**src/rtl/pbkf_pkg.sv**
```systemverilog
// Package: types, constants and the micro-program of the position/bias Kalman filter.
package pbkf_pkg;

   localparam int WORD_BITS = 32;
   localparam int FRACTION_BITS = 16;
   localparam int CFG_BITS = 31;
   localparam int CSR_INDEX_BITS = 2;
   localparam int DIV_BITS = WORD_BITS + FRACTION_BITS;
   localparam int STEP_BITS = 5;

   typedef logic signed [WORD_BITS-1:0] word_type;

   localparam word_type WORD_MAX = {1'b0, {(WORD_BITS-1){1'b1}}};
   localparam word_type WORD_MIN = {1'b1, {(WORD_BITS-1){1'b0}}};
   localparam word_type FIX_ONE = word_type'(64'd1 << FRACTION_BITS);
   localparam word_type NOISE_DEFAULT =
      word_type'(((64'd1 << FRACTION_BITS) + 64'd500) / 64'd1000);

   localparam logic [CSR_INDEX_BITS-1:0] CSR_Q_POSITION = 2'd0;
   localparam logic [CSR_INDEX_BITS-1:0] CSR_Q_BIAS = 2'd1;
   localparam logic [CSR_INDEX_BITS-1:0] CSR_R_POSITION = 2'd2;
   localparam logic [CSR_INDEX_BITS-1:0] CSR_PERIOD = 2'd3;

   typedef struct packed {
      logic signed [31:0] measured_position;
      logic signed [31:0] commanded_speed;
   } req_word_type;

   typedef struct packed {
      logic signed [31:0] position_estimate;
      logic signed [31:0] speed_estimate;
      logic signed [31:0] bias_estimate;
   } rsp_word_type;

   typedef enum logic [2:0] {
      OP_ADD,
      OP_SUB,
      OP_MUL,
      OP_DIV,
      OP_END
   } op_type;

   typedef enum logic [4:0] {
      SEL_ZERO,
      SEL_POS,
      SEL_BIAS,
      SEL_PP,
      SEL_PB,
      SEL_BP,
      SEL_BB,
      SEL_TMP,
      SEL_PRD,
      SEL_E,
      SEL_K0,
      SEL_K1,
      SEL_ERR,
      SEL_CMD,
      SEL_MEAS,
      SEL_DT,
      SEL_QP,
      SEL_QB,
      SEL_R
   } sel_type;

   typedef struct packed {
      op_type op;
      sel_type a;
      sel_type b;
      sel_type dst;
   } uop_type;

   typedef enum logic [2:0] {
      ST_IDLE,
      ST_ISSUE,
      ST_WB,
      ST_DIV,
      ST_DONE
   } state_type;

   localparam logic [STEP_BITS-1:0] STEP_LAST = 5'd30;

   // predict, gains, measurement update, covariance shrink
   function automatic uop_type uop_at(input logic [STEP_BITS-1:0] step);
      uop_type u;
      u = '{OP_END, SEL_ZERO, SEL_ZERO, SEL_ZERO};
      case (step)
         5'd0:  u = '{OP_SUB, SEL_CMD, SEL_BIAS, SEL_TMP};
         5'd1:  u = '{OP_MUL, SEL_TMP, SEL_DT, SEL_PRD};
         5'd2:  u = '{OP_ADD, SEL_POS, SEL_PRD, SEL_POS};
         5'd3:  u = '{OP_SUB, SEL_QP, SEL_PB, SEL_TMP};
         5'd4:  u = '{OP_SUB, SEL_TMP, SEL_BP, SEL_TMP};
         5'd5:  u = '{OP_MUL, SEL_TMP, SEL_DT, SEL_PRD};
         5'd6:  u = '{OP_ADD, SEL_PP, SEL_PRD, SEL_PP};
         5'd7:  u = '{OP_SUB, SEL_ZERO, SEL_BB, SEL_TMP};
         5'd8:  u = '{OP_MUL, SEL_TMP, SEL_DT, SEL_PRD};
         5'd9:  u = '{OP_ADD, SEL_PB, SEL_PRD, SEL_PB};
         5'd10: u = '{OP_ADD, SEL_BP, SEL_PRD, SEL_BP};
         5'd11: u = '{OP_MUL, SEL_QB, SEL_DT, SEL_PRD};
         5'd12: u = '{OP_ADD, SEL_BB, SEL_PRD, SEL_BB};
         5'd13: u = '{OP_ADD, SEL_R, SEL_PP, SEL_E};
         5'd14: u = '{OP_DIV, SEL_PP, SEL_E, SEL_K0};
         5'd15: u = '{OP_DIV, SEL_BP, SEL_E, SEL_K1};
         5'd16: u = '{OP_SUB, SEL_MEAS, SEL_POS, SEL_ERR};
         5'd17: u = '{OP_MUL, SEL_K0, SEL_ERR, SEL_PRD};
         5'd18: u = '{OP_ADD, SEL_POS, SEL_PRD, SEL_POS};
         5'd19: u = '{OP_MUL, SEL_K1, SEL_ERR, SEL_PRD};
         5'd20: u = '{OP_ADD, SEL_BIAS, SEL_PRD, SEL_BIAS};
         5'd21: u = '{OP_SUB, SEL_CMD, SEL_BIAS, SEL_TMP};
         5'd22: u = '{OP_MUL, SEL_K1, SEL_PP, SEL_PRD};
         5'd23: u = '{OP_SUB, SEL_BP, SEL_PRD, SEL_BP};
         5'd24: u = '{OP_MUL, SEL_K1, SEL_PB, SEL_PRD};
         5'd25: u = '{OP_SUB, SEL_BB, SEL_PRD, SEL_BB};
         5'd26: u = '{OP_MUL, SEL_K0, SEL_PP, SEL_PRD};
         5'd27: u = '{OP_SUB, SEL_PP, SEL_PRD, SEL_PP};
         5'd28: u = '{OP_MUL, SEL_K0, SEL_PB, SEL_PRD};
         5'd29: u = '{OP_SUB, SEL_PB, SEL_PRD, SEL_PB};
         default: u = '{OP_END, SEL_ZERO, SEL_ZERO, SEL_ZERO};
      endcase
      return u;
   endfunction

endpackage

```
**src/rtl/pbkf_alu.sv**
```systemverilog
// Shared saturating add/subtract and rounded fixed-point multiply, result in the next cycle.
module pbkf_alu (
   input  logic               clock,
   input  pbkf_pkg::op_type   op,
   input  pbkf_pkg::word_type a,
   input  pbkf_pkg::word_type b,
   output pbkf_pkg::word_type result
);

   localparam int W = pbkf_pkg::WORD_BITS;
   localparam int F = pbkf_pkg::FRACTION_BITS;

   pbkf_pkg::op_type op_ff;
   logic [2*W-1:0] prod_ff;
   logic neg_ff;
   logic signed [W:0] sum_ff;

   logic [W-1:0] a_mag, b_mag;
   logic signed [W:0] sum_in;
   logic [2*W:0] rnd;
   logic [2*W-F:0] pmag;
   logic pbig;

   always_comb begin
      a_mag = a[W-1] ? (~W'(a) + W'(1)) : W'(a);
      b_mag = b[W-1] ? (~W'(b) + W'(1)) : W'(b);
      if (op == pbkf_pkg::OP_SUB) begin
         sum_in = {a[W-1], a} - {b[W-1], b};
      end else begin
         sum_in = {a[W-1], a} + {b[W-1], b};
      end
   end

   always_ff @(posedge clock) begin
      op_ff <= op;
      prod_ff <= a_mag * b_mag;
      neg_ff <= a[W-1] ^ b[W-1];
      sum_ff <= sum_in;
   end

   always_comb begin
      rnd = {1'b0, prod_ff} + (2*W+1)'(1 << (F-1));
      pmag = rnd[2*W:F];
      pbig = |pmag[2*W-F:W-1];
      result = '0;
      case (op_ff)
         pbkf_pkg::OP_MUL: begin
            if (neg_ff) begin
               result = pbig ? pbkf_pkg::WORD_MIN : -$signed(W'(pmag));
            end else begin
               result = pbig ? pbkf_pkg::WORD_MAX : $signed(W'(pmag));
            end
         end
         default: begin
            if (sum_ff[W] != sum_ff[W-1]) begin
               result = sum_ff[W] ? pbkf_pkg::WORD_MIN : pbkf_pkg::WORD_MAX;
            end else begin
               result = sum_ff[W-1:0];
            end
         end
      endcase
   end

endmodule

```
**src/rtl/pbkf_div.sv**
```systemverilog
// Restoring radix-2 divider for the Kalman gains, one quotient bit per cycle.
module pbkf_div (
   input  logic               clock,
   input  logic               reset,
   input  logic               start,
   input  pbkf_pkg::word_type num,
   input  pbkf_pkg::word_type den,
   output logic               done,
   output pbkf_pkg::word_type quo
);

   localparam int W = pbkf_pkg::WORD_BITS;
   localparam int F = pbkf_pkg::FRACTION_BITS;
   localparam int D = pbkf_pkg::DIV_BITS;
   localparam int CB = $clog2(D);

   logic busy_ff, busy_in;
   logic done_ff, done_in;
   logic [CB-1:0] cnt_ff, cnt_in;
   logic [W-1:0] rem_ff, rem_in;
   logic [D-1:0] dvd_ff, dvd_in;
   logic [D-1:0] quo_ff, quo_in;
   logic [W-1:0] den_ff, den_in;
   logic neg_ff, neg_in;
   logic zero_ff, zero_in;

   logic [W-1:0] n_mag, d_mag;
   logic [W:0] trial;
   logic ge;

   always_comb begin
      n_mag = num[W-1] ? (~W'(num) + W'(1)) : W'(num);
      d_mag = den[W-1] ? (~W'(den) + W'(1)) : W'(den);
      trial = {rem_ff, dvd_ff[D-1]};
      ge = trial >= {1'b0, den_ff};
      busy_in = busy_ff;
      done_in = 1'b0;
      cnt_in = cnt_ff;
      rem_in = rem_ff;
      dvd_in = dvd_ff;
      quo_in = quo_ff;
      den_in = den_ff;
      neg_in = neg_ff;
      zero_in = zero_ff;
      if (start) begin
         busy_in = 1'b1;
         cnt_in = '0;
         rem_in = '0;
         dvd_in = {n_mag, {F{1'b0}}};
         quo_in = '0;
         den_in = d_mag;
         neg_in = num[W-1] ^ den[W-1];
         zero_in = (den == '0);
      end else if (busy_ff) begin
         rem_in = ge ? W'(trial - {1'b0, den_ff}) : W'(trial);
         quo_in = {quo_ff[D-2:0], ge};
         dvd_in = {dvd_ff[D-2:0], 1'b0};
         cnt_in = cnt_ff + CB'(1);
         if (cnt_ff == CB'(D-1)) begin
            busy_in = 1'b0;
            done_in = 1'b1;
         end
      end
   end

   always_ff @(posedge clock) begin
      if (reset) begin
         busy_ff <= 1'b0;
         done_ff <= 1'b0;
         cnt_ff <= '0;
      end else begin
         busy_ff <= busy_in;
         done_ff <= done_in;
         cnt_ff <= cnt_in;
      end
      rem_ff <= rem_in;
      dvd_ff <= dvd_in;
      quo_ff <= quo_in;
      den_ff <= den_in;
      neg_ff <= neg_in;
      zero_ff <= zero_in;
   end

   logic big;

   always_comb begin
      big = |quo_ff[D-1:W-1];
      if (zero_ff) begin
         quo = '0;
      end else if (neg_ff) begin
         quo = big ? pbkf_pkg::WORD_MIN : -$signed(quo_ff[W-1:0]);
      end else begin
         quo = big ? pbkf_pkg::WORD_MAX : $signed(quo_ff[W-1:0]);
      end
   end

   assign done = done_ff;

endmodule

```
**src/rtl/position_bias_kalman_filter_unit.sv**
```systemverilog
// Top level: two-state position/bias Kalman filter with micro-programmed sequencer.
//
//  channel  dir  handshake            word
//  req_     in   req_valid/req_stall  measured_position, commanded_speed
//  rsp_     out  rsp_valid/rsp_stall  position_estimate, speed_estimate, bias_estimate
//  csr_     in   csr_valid/csr_ready  csr_index, csr_data (Q, Q_bias, R, dt)
//
// Sequencing: each of the 28 ALU ops passes an issue state and a writeback state
//   through the shared multiplier/adder, and each of the two gain divisions waits
//   for the 48 quotient bits of the serial divider; accept and finish come on top.
// The shared ALU and the single serial divider set the time a word takes.
// Reset is synchronous; it restores the filter state (P = identity) and register defaults.
// req_stall is high while a word is in flight; a finished word waits in the rsp
//   register while the next req word can already be taken.
// csr_ready is always high and a write lands at once; send writes only while idle.
module position_bias_kalman_filter_unit (
   input  logic                                   clock,
   input  logic                                   reset,
   input  logic                                   req_valid,
   output logic                                   req_stall,
   input  pbkf_pkg::req_word_type                 req_word,
   output logic                                   rsp_valid,
   input  logic                                   rsp_stall,
   output pbkf_pkg::rsp_word_type                 rsp_word,
   input  logic                                   csr_valid,
   output logic                                   csr_ready,
   input  logic [pbkf_pkg::CSR_INDEX_BITS-1:0]    csr_index,
   input  logic [pbkf_pkg::CFG_BITS-1:0]          csr_data
);

   localparam int W = pbkf_pkg::WORD_BITS;
   localparam int SB = pbkf_pkg::STEP_BITS;

   // configuration registers
   pbkf_pkg::word_type qp_ff, qb_ff, r_ff, dt_ff;

   // filter state and scratch
   pbkf_pkg::word_type pos_ff, bias_ff, pp_ff, pb_ff, bp_ff, bb_ff;
   pbkf_pkg::word_type tmp_ff, prd_ff, e_ff, k0_ff, k1_ff, err_ff;
   pbkf_pkg::word_type meas_ff, cmd_ff;

   pbkf_pkg::state_type state_ff, state_in;
   logic [SB-1:0] step_ff, step_in;

   logic rsp_valid_ff, rsp_valid_in;
   pbkf_pkg::rsp_word_type rsp_word_ff;

   pbkf_pkg::uop_type uop;
   pbkf_pkg::word_type opa, opb, alu_result, div_quo, wb_val;
   logic div_start, div_done, wb_en, accept, rsp_load;

   assign uop = pbkf_pkg::uop_at(step_ff);
   assign accept = req_valid && !req_stall;
   assign csr_ready = 1'b1;

   function automatic pbkf_pkg::word_type pick(
      input pbkf_pkg::sel_type s,
      input pbkf_pkg::word_type pos, input pbkf_pkg::word_type bias,
      input pbkf_pkg::word_type pp, input pbkf_pkg::word_type pb,
      input pbkf_pkg::word_type bp, input pbkf_pkg::word_type bb,
      input pbkf_pkg::word_type tmp, input pbkf_pkg::word_type prd,
      input pbkf_pkg::word_type e, input pbkf_pkg::word_type k0,
      input pbkf_pkg::word_type k1, input pbkf_pkg::word_type err,
      input pbkf_pkg::word_type cmd, input pbkf_pkg::word_type meas,
      input pbkf_pkg::word_type dt, input pbkf_pkg::word_type qp,
      input pbkf_pkg::word_type qb, input pbkf_pkg::word_type r);
      pbkf_pkg::word_type v;
      v = '0;
      case (s)
         pbkf_pkg::SEL_POS:  v = pos;
         pbkf_pkg::SEL_BIAS: v = bias;
         pbkf_pkg::SEL_PP:   v = pp;
         pbkf_pkg::SEL_PB:   v = pb;
         pbkf_pkg::SEL_BP:   v = bp;
         pbkf_pkg::SEL_BB:   v = bb;
         pbkf_pkg::SEL_TMP:  v = tmp;
         pbkf_pkg::SEL_PRD:  v = prd;
         pbkf_pkg::SEL_E:    v = e;
         pbkf_pkg::SEL_K0:   v = k0;
         pbkf_pkg::SEL_K1:   v = k1;
         pbkf_pkg::SEL_ERR:  v = err;
         pbkf_pkg::SEL_CMD:  v = cmd;
         pbkf_pkg::SEL_MEAS: v = meas;
         pbkf_pkg::SEL_DT:   v = dt;
         pbkf_pkg::SEL_QP:   v = qp;
         pbkf_pkg::SEL_QB:   v = qb;
         pbkf_pkg::SEL_R:    v = r;
         default:            v = '0;
      endcase
      return v;
   endfunction

   assign opa = pick(uop.a, pos_ff, bias_ff, pp_ff, pb_ff, bp_ff, bb_ff, tmp_ff, prd_ff,
                     e_ff, k0_ff, k1_ff, err_ff, cmd_ff, meas_ff, dt_ff, qp_ff, qb_ff, r_ff);
   assign opb = pick(uop.b, pos_ff, bias_ff, pp_ff, pb_ff, bp_ff, bb_ff, tmp_ff, prd_ff,
                     e_ff, k0_ff, k1_ff, err_ff, cmd_ff, meas_ff, dt_ff, qp_ff, qb_ff, r_ff);

   pbkf_alu u_alu (
      .clock  (clock),
      .op     (uop.op),
      .a      (opa),
      .b      (opb),
      .result (alu_result)
   );

   pbkf_div u_div (
      .clock (clock),
      .reset (reset),
      .start (div_start),
      .num   (opa),
      .den   (opb),
      .done  (div_done),
      .quo   (div_quo)
   );

   // next state
   always_comb begin
      state_in = state_ff;
      step_in = step_ff;
      case (state_ff)
         pbkf_pkg::ST_IDLE: begin
            if (accept) begin
               state_in = pbkf_pkg::ST_ISSUE;
               step_in = '0;
            end
         end
         pbkf_pkg::ST_ISSUE: begin
            case (uop.op)
               pbkf_pkg::OP_END: state_in = pbkf_pkg::ST_DONE;
               pbkf_pkg::OP_DIV: state_in = pbkf_pkg::ST_DIV;
               default:          state_in = pbkf_pkg::ST_WB;
            endcase
         end
         pbkf_pkg::ST_WB: begin
            state_in = pbkf_pkg::ST_ISSUE;
            step_in = step_ff + SB'(1);
         end
         pbkf_pkg::ST_DIV: begin
            if (div_done) begin
               state_in = pbkf_pkg::ST_ISSUE;
               step_in = step_ff + SB'(1);
            end
         end
         pbkf_pkg::ST_DONE: begin
            if (!rsp_valid_ff || !rsp_stall) begin
               state_in = pbkf_pkg::ST_IDLE;
            end
         end
         default: state_in = pbkf_pkg::ST_IDLE;
      endcase
   end

   // outputs of the sequencer
   always_comb begin
      req_stall = 1'b1;
      div_start = 1'b0;
      wb_en = 1'b0;
      wb_val = alu_result;
      rsp_load = 1'b0;
      case (state_ff)
         pbkf_pkg::ST_IDLE:  req_stall = 1'b0;
         pbkf_pkg::ST_ISSUE: div_start = (uop.op == pbkf_pkg::OP_DIV);
         pbkf_pkg::ST_WB:    wb_en = 1'b1;
         pbkf_pkg::ST_DIV: begin
            wb_en = div_done;
            wb_val = div_quo;
         end
         pbkf_pkg::ST_DONE:  rsp_load = !rsp_valid_ff || !rsp_stall;
         default:            req_stall = 1'b1;
      endcase
   end

   always_comb begin
      rsp_valid_in = rsp_valid_ff;
      if (rsp_valid_ff && !rsp_stall) begin
         rsp_valid_in = 1'b0;
      end
      if (rsp_load) begin
         rsp_valid_in = 1'b1;
      end
   end

   always_ff @(posedge clock) begin
      if (reset) begin
         state_ff <= pbkf_pkg::ST_IDLE;
         step_ff <= '0;
         rsp_valid_ff <= 1'b0;
         qp_ff <= pbkf_pkg::FIX_ONE;
         qb_ff <= pbkf_pkg::FIX_ONE;
         r_ff <= pbkf_pkg::NOISE_DEFAULT;
         dt_ff <= pbkf_pkg::FIX_ONE;
         pos_ff <= '0;
         bias_ff <= '0;
         pp_ff <= pbkf_pkg::FIX_ONE;
         pb_ff <= '0;
         bp_ff <= '0;
         bb_ff <= pbkf_pkg::FIX_ONE;
      end else begin
         state_ff <= state_in;
         step_ff <= step_in;
         rsp_valid_ff <= rsp_valid_in;
         if (csr_valid && csr_ready) begin
            case (csr_index)
               pbkf_pkg::CSR_Q_POSITION: qp_ff <= W'(csr_data);
               pbkf_pkg::CSR_Q_BIAS:     qb_ff <= W'(csr_data);
               pbkf_pkg::CSR_R_POSITION: r_ff <= W'(csr_data);
               pbkf_pkg::CSR_PERIOD:     dt_ff <= W'(csr_data);
               default:                  qp_ff <= qp_ff;
            endcase
         end
         if (wb_en) begin
            case (uop.dst)
               pbkf_pkg::SEL_POS:  pos_ff <= wb_val;
               pbkf_pkg::SEL_BIAS: bias_ff <= wb_val;
               pbkf_pkg::SEL_PP:   pp_ff <= wb_val;
               pbkf_pkg::SEL_PB:   pb_ff <= wb_val;
               pbkf_pkg::SEL_BP:   bp_ff <= wb_val;
               pbkf_pkg::SEL_BB:   bb_ff <= wb_val;
               default:            pos_ff <= pos_ff;
            endcase
         end
      end
      // scratch registers carry payload only
      if (wb_en) begin
         case (uop.dst)
            pbkf_pkg::SEL_TMP: tmp_ff <= wb_val;
            pbkf_pkg::SEL_PRD: prd_ff <= wb_val;
            pbkf_pkg::SEL_E:   e_ff <= wb_val;
            pbkf_pkg::SEL_K0:  k0_ff <= wb_val;
            pbkf_pkg::SEL_K1:  k1_ff <= wb_val;
            pbkf_pkg::SEL_ERR: err_ff <= wb_val;
            default:           tmp_ff <= tmp_ff;
         endcase
      end
      if (accept) begin
         meas_ff <= req_word.measured_position;
         cmd_ff <= req_word.commanded_speed;
      end
      // speed sits in tmp after the bias update
      if (rsp_load) begin
         rsp_word_ff <= '{pos_ff, tmp_ff, bias_ff};
      end
   end

   assign rsp_valid = rsp_valid_ff;
   assign rsp_word = rsp_word_ff;

   a_div_done_in_div: assert property (@(posedge clock) disable iff (reset)
      div_done |-> state_ff == pbkf_pkg::ST_DIV)
      else $error("divider finished outside a divide step");

   a_step_range: assert property (@(posedge clock) disable iff (reset)
      step_ff <= pbkf_pkg::STEP_LAST)
      else $error("micro-program step out of range");

   a_accept_starts: assert property (@(posedge clock) disable iff (reset)
      accept |=> state_ff == pbkf_pkg::ST_ISSUE && step_ff == '0)
      else $error("accepted word did not start the program");

   a_load_frees: assert property (@(posedge clock) disable iff (reset)
      rsp_load |=> rsp_valid_ff && state_ff == pbkf_pkg::ST_IDLE)
      else $error("result load did not post a word and return to idle");

endmodule
```
**config.mk**
```make
export PLATFORM = sky130hd
export DESIGN_NAME = position_bias_kalman_filter_unit
export DESIGN_NICKNAME = d
export VERILOG_FILES = /design/src/rtl/pbkf_pkg.sv /design/src/rtl/pbkf_alu.sv /design/src/rtl/pbkf_div.sv /design/src/rtl/position_bias_kalman_filter_unit.sv
export SDC_FILE = /design/constraint.sdc
export NUM_CORES = 2
export LEC_CHECK = 0
export BUFFER_PORTS_ARGS = -buffer_cell sky130_fd_sc_hd__buf_4
export CORE_ASPECT_RATIO = 1.2
export CORE_UTILIZATION = 40
export DETAILED_ROUTE_END_ITERATION = 10
export GPL_TIMING_DRIVEN = 1
export PLACE_DENSITY_LB_ADDON = 0.05
export SLEW_MARGIN = 20
export SYNTH_ARGS = -nofsm -noshare
export SYNTH_HDL_FRONTEND = slang
export SYNTH_SLANG_ARGS = --single-unit
```
**constraint.sdc**
```tcl
create_clock -name clock -period 13.25 [get_ports clock]
set_input_delay 0.6625 -clock clock [delete_from_list [all_inputs] [get_ports clock]]
set_output_delay 0.6625 -clock clock [all_outputs]
set_load 0.01 [all_outputs]
```
; ---- Word level (Yosys, flattened, before mapping)
; Memories as Yosys holds them, arrays and structs flattened. A register that Yosys moved wholly into a read port is not among the register bits.
; Cells that the tools add are included.
[op_classes]
n_reduce_logical = 33
order_cmp = 1
eq_ne = 64
multipliers = 1
n_mux = 39
add_sub_neg = 10
n_bitwise = 4
[op_table]
columns = op, count
row1 = $pmux W32 S18, 2
row2 = $mux W32, 14
row3 = $eq A5 B4 Y1 const B, 21
row4 = $mux W48, 2
row5 = $add A64 B16 Y65 const B, 1
row6 = $add A32 B2 Y32 const B, 2
row7 = $mul A32 B32 Y64, 1
row8 = $neg A32 Y32, 2
row9 = $not A32 Y32, 2
row10 = $eq A5 B3 Y1 const B, 12
row11 = $add A32 B32 Y33, 1
row12 = $ge A33 B32 Y1, 1
row13 = $mux W33, 1
row14 = $sub A32 B32 Y33, 1
row15 = $logic_not A32 Y1, 1
row16 = $reduce_and A2 Y1, 16
row17 = $sub A32 B32 Y32, 1
row18 = $eq A5 B2 Y1 const B, 6
row19 = $eq A5 B5 Y1 const B, 6
row20 = $mux W5, 4
row21 = $reduce_or A18 Y1, 1
row22 = $reduce_or A17 Y1, 1
row23 = $eq A5 B1 Y1 const B, 3
row24 = $pmux W3 S5, 1
row25 = other kinds (28), 49
[word_totals]
ff_bits = 932
wordCells = 190
n_memories = 1
out_inout_bits = 99
inputBits = 102
rom_bits = 512
[mem_list]
columns = name, words, word_bits, rd, rd_clocked_by_memory_dff, wr, line
row1 = (no name shown), 32, 16, 1, 1, 0, pbkf_pkg.sv:86  ; case (step)

; ---- Logic depth before layout (Yosys ltp)
[depth]
depth_word = 6
mapped_depth = 49
ltp_nobuf = 44

; ---- Modules after synthesis
; From an unflattened synthesis, not the netlist that was laid out.
[hier_totals]
cells_unflattened = 8581
area_unflattened_um2 = 79082.1
[modules_own_cells]
columns = mod, instances, area_per_inst_um2, seq_area_each_um2, cells_per_inst
row1 = pbkf_alu, 1, 39858.2, 1721.7, 4742
row2 = position_bias_kalman_filter_unit, 1, 29283.1, 17396.7, 2690
row3 = pbkf_div, 1, 9940.8, 3743.6, 1149

; ---- Least setup slack after synthesis
; OpenSTA, ideal clock, no wires.
[synth_timing]
kind = register to register
start = register, netlist name uop[12]
end = register u_alu.prod_ff[58]
required_ns = 13.117
path_stages_with_launch = 46
path_slack_ns = 2.477
period_less_slack_ns = 10.773
n_path_buf = 5
setup_time_ns = 0.133
t_arrival_ns = 10.640
path_cell_list = dfxtp_1 > buf_4 > nand3b_1 > nor2_1 > clkbuf_1 > clkbuf_1 > a2111oi_0 > nand4_1 > or2_2 > inv_1 > clkbuf_1 > ha_1 > and2_1 > and3b_2 > inv_2 > o31ai_4 > xnor2_1 > clkbuf_1 > [... 10 more ...] > fa_1 > inv_1 > fa_1 > inv_1 > ha_1 > a21o_1 > a21o_1 > a21o_1 > a21o_1 > a21o_1 > a21o_1 > a21oi_1 > o21a_1 > o2111ai_1 > o211ai_1 > o21ai_1 > a2111oi_0 > nor3_1
[synth_between]
elab_chain_cells = 6
word_cells_on_any_way = 23
classes_between = add/sub: 1 / mul: 1 / eq/ne: 18 / mux: 2 / bitwise: 1
[synth_rtl]
columns = element, line
row1 = $eq A5 B5 Y1 (tied with other cells), position_bias_kalman_filter_unit.sv:69  ; case (s)
row2 = $pmux W32 S18 (*), position_bias_kalman_filter_unit.sv:69
row3 = $not A32 Y32, pbkf_alu.sv:25  ; a_mag = a[W-1] ? (~W'(a) + W'(1)) : W'(a);
row4 = $add A32 B2 Y32, pbkf_alu.sv:25
row5 = $mux W32 (*), pbkf_alu.sv:25
row6 = $mul A32 B32 Y64 (*), pbkf_alu.sv:36  ; prod_ff <= a_mag * b_mag;
row7 = "end signal, assigned", pbkf_alu.sv:36
row8 = "end, declared", pbkf_alu.sv:14  ; logic [2*W-1:0] prod_ff;
; Mark *: on every way between the ends. The rest lies on a longest branch, timed or not.
; A chain may end at the register's enable or synchronous reset.

; ---- Worst setup path after layout
[layout_timing]
start = register, netlist name uop[13]
end = register u_alu.prod_ff[57]
[layout_between]
elab_chain_cells = 6
word_cells_on_any_way = 23
classes_between = add/sub: 1 / mul: 1 / eq/ne: 18 / mux: 2 / bitwise: 1
[layout_rtl]
columns = element, line
row1 = $eq A5 B5 Y1 (tied with other cells), position_bias_kalman_filter_unit.sv:69
row2 = $pmux W32 S18 (*), position_bias_kalman_filter_unit.sv:69
row3 = $not A32 Y32, pbkf_alu.sv:25
row4 = $add A32 B2 Y32, pbkf_alu.sv:25
row5 = $mux W32 (*), pbkf_alu.sv:25
row6 = $mul A32 B32 Y64 (*), pbkf_alu.sv:36
; Marks and branches as above.

==> results.cfg <==
[sta]
slew_violations = 0
whs_ns = 0.06135
fin_setup_tns_ns = 0
worst_slew_pin_slew_ns = 1.217
clock.fmax_mhz = 78.40
finalCritPeriodShare_pct = 96.26
post-route-worst-setup-slack_ns = 0.4951
relSlewSlack_pct = 17.57
setup_viol = 0
fin_crit_ns = 12.75
hold_violations = 0
rsz0062_at_grt = false
fin_skew_ns = 0.06108

[logic_synthesis]
yosys_warnings = 0
synth-edff-count = 418
synthCells = 8515
ys_seq_elements = 933
synth.distinct_cells = 108
syn-num-nets = 9856
ys_async_sr_fraction_pct = 0
netlist_area_um2 = 78400
yosysSeqAreaShare_pct = 29.16
syn_area_per_cell_um2 = 9.207
yosys_most_used_dff = dfxtp_1

[worst_setup_path]
cp_slowest_stage_delay_ns = 0.64
crit_required_ns = 13.88
worstSetupPathType = flop to flop
crit_path_max_fanout = 11
crit_path_end_kind = flop
cp_common_cell = fa_1
worstSetupStartpointType = flop
cp_slowest_cell = or4b_1
critPathArrivalTime_ns = 13.38

[global_routing]
grt_pass1_wl_um = 496700
grt_max_degree = 110
grt_pass1_vias = 67483
globalRouteOverflowTotal = 0
antenna_found_initial = 4
grt.total_usage_pct = 35.11

[clock_tree]
cts_hold_buf = 0
path_clk_slew_ns = 0.06
h-tree-depth = 3
cts_buffers = 107
clkSinkCount = 933
cts-root-buf = clkbuf_16
cts_tree = built
clockBufferDepth = 3
clk_latency_ns = 0.78

[die]
die_area_um2 = 197800
die_w_um = 406.2
initial_core_util_pct = 40.37
rows = 177
core_um2 = 194200
io_pins = 201
die_y_um = 487.0

[outcome]
run_status = completed

[drt]
finalWirelength_um = 347800
drtIter0Drc = 6417
ant_nets = 0
drc_errors = 0
wire_per_inst_um = 30.42
vias = 66210
dr.pass1.iters = 8
via_per_inst = 5.791

[placement]
dp.cells = 11221
gp_congestion = 1.024
io_buffers = 199
pre_cts_ws_ns = -0.1673
dp_hpwl_um = 273400

[finish]
area_growth_pct = 13.41
layout_common_cells = 1,049 x nor2_1, 1,032 x inv_1, 1,031 x nand2_1
final_common_cell = nor2_1
fin_cells = 11434
final_nets = 10080
layout-drive-gt1-share_pct = 11.60

[run]
cap_violations = 0

[hold_path]
min_path_type = primary input to flop
[registers in the layout (all words and copies together) (netlist names), 33 cells and up]
signal         flops
rsp_word          96
u_alu.sum_ff      33
u_div.quo_ff      48
u_alu.prod_ff     49
[critical path: cells and delay by family (launching register included)]
family / cells / cell delay, ns
AND/OR/NAND/NOR: 12 / 3.94
XOR/XNOR: 2 / 0.63
adder cells (fa/ha/maj): 9 / 4.37
flip-flops: 1 / 0.48
buffers and inverters: 7 / 1.29
AO/OA/AOI/OAI: 7 / 1.86
[path summary, 6_finish.rpt]
kind | startpoint | end | slack, ns | cells past startpoint
worst min-delay path | req_word[39] | meas_ff[7] | 0.06 | 1
worst min register to register | uop[15] | u_alu.op_ff[0] | 0.40 | 0
worst max register to register | uop[13] | u_alu.prod_ff[57] | 0.50 | 37
worst max-delay path | uop[13] | u_alu.prod_ff[57] | 0.50 | 37
[synth_stat cells (93+ instances only)]
cell | number | share of area [%]
ha_1 | 342 | 5.5
and3_1 | 93 | 0.74
inv_1 | 1033 | 4.9
edfxtp_1 | 418 | 16
mux2i_1 | 132 | 1.7
a211oi_1 | 233 | 2.2
fa_1 | 897 | 23
nor2_1 | 1064 | 5.1
clkbuf_1 | 362 | 1.7
o21ai_0 | 183 | 1.2
xor2_1 | 118 | 1.3
nand3_1 | 100 | 0.64
dfxtp_1 | 515 | 13
a22oi_1 | 276 | 2.6
nand2_1 | 1031 | 4.9
xnor2_1 | 160 | 1.8
a21oi_1 | 375 | 2.4
[layer usage]
layer,GRT usage [%],wire length [µm]
met1,43.84,138200
met4,19.65,23370
met5,0,13
met3,4.840,22260
met2,58.19,163900
[cells by family after synthesis]
family | count (synthesis) | synth area share [%]
simple gates | 2793 | 15.77
compound gates | 1551 | 13.50
buf+inv | 1549 | 7.751
flops | 933 | 29.16
mux | 167 | 2.263
fa+ha+maj | 1239 | 28.36
xor+xnor | 282 | 3.189
other cells | 1 | 0.004783
[layout make-up]
cell class | instances | area, µm²
fill | 18938 | 105300
multi-input combinational | 6033 | 50260
sequential | 933 | 22880
timing repair buffer | 609 | 4792
inverter | 1055 | 3963
tap | 2595 | 3247
clock buffer | 133 | 2939
clock inverter | 71 | 820.8
antenna | 5 | 12.51
[repair_timing]
| item | CTS | global route |
|---|---|---|
| gates resized for setup | 1 | 5 |
| hold endpoints to repair | 0 | 0 |
| pin swaps | 0 | 2 |
| buffers inserted | 0 | 3 |
| endpoints found under the setup margin | 4 | 13 |
[through the flow]
| step | util, % | instance area, µm² |
|---|---|---|
| 2_1_floorplan | - | 78400 |
| 6_report | 45.78 | 88910 |
| 5_1_grt | 45.78 | 88910 |
| 4_1_cts | 45.75 | 88860 |
| 3_3_place_gp | 43.80 | 85060 |
| 3_5_place_dp | 43.81 | 85100 |
Power is left out: the tool's default activity adds up to more than one toggle a clock period on the data nets, which glitch-free logic cannot reach.
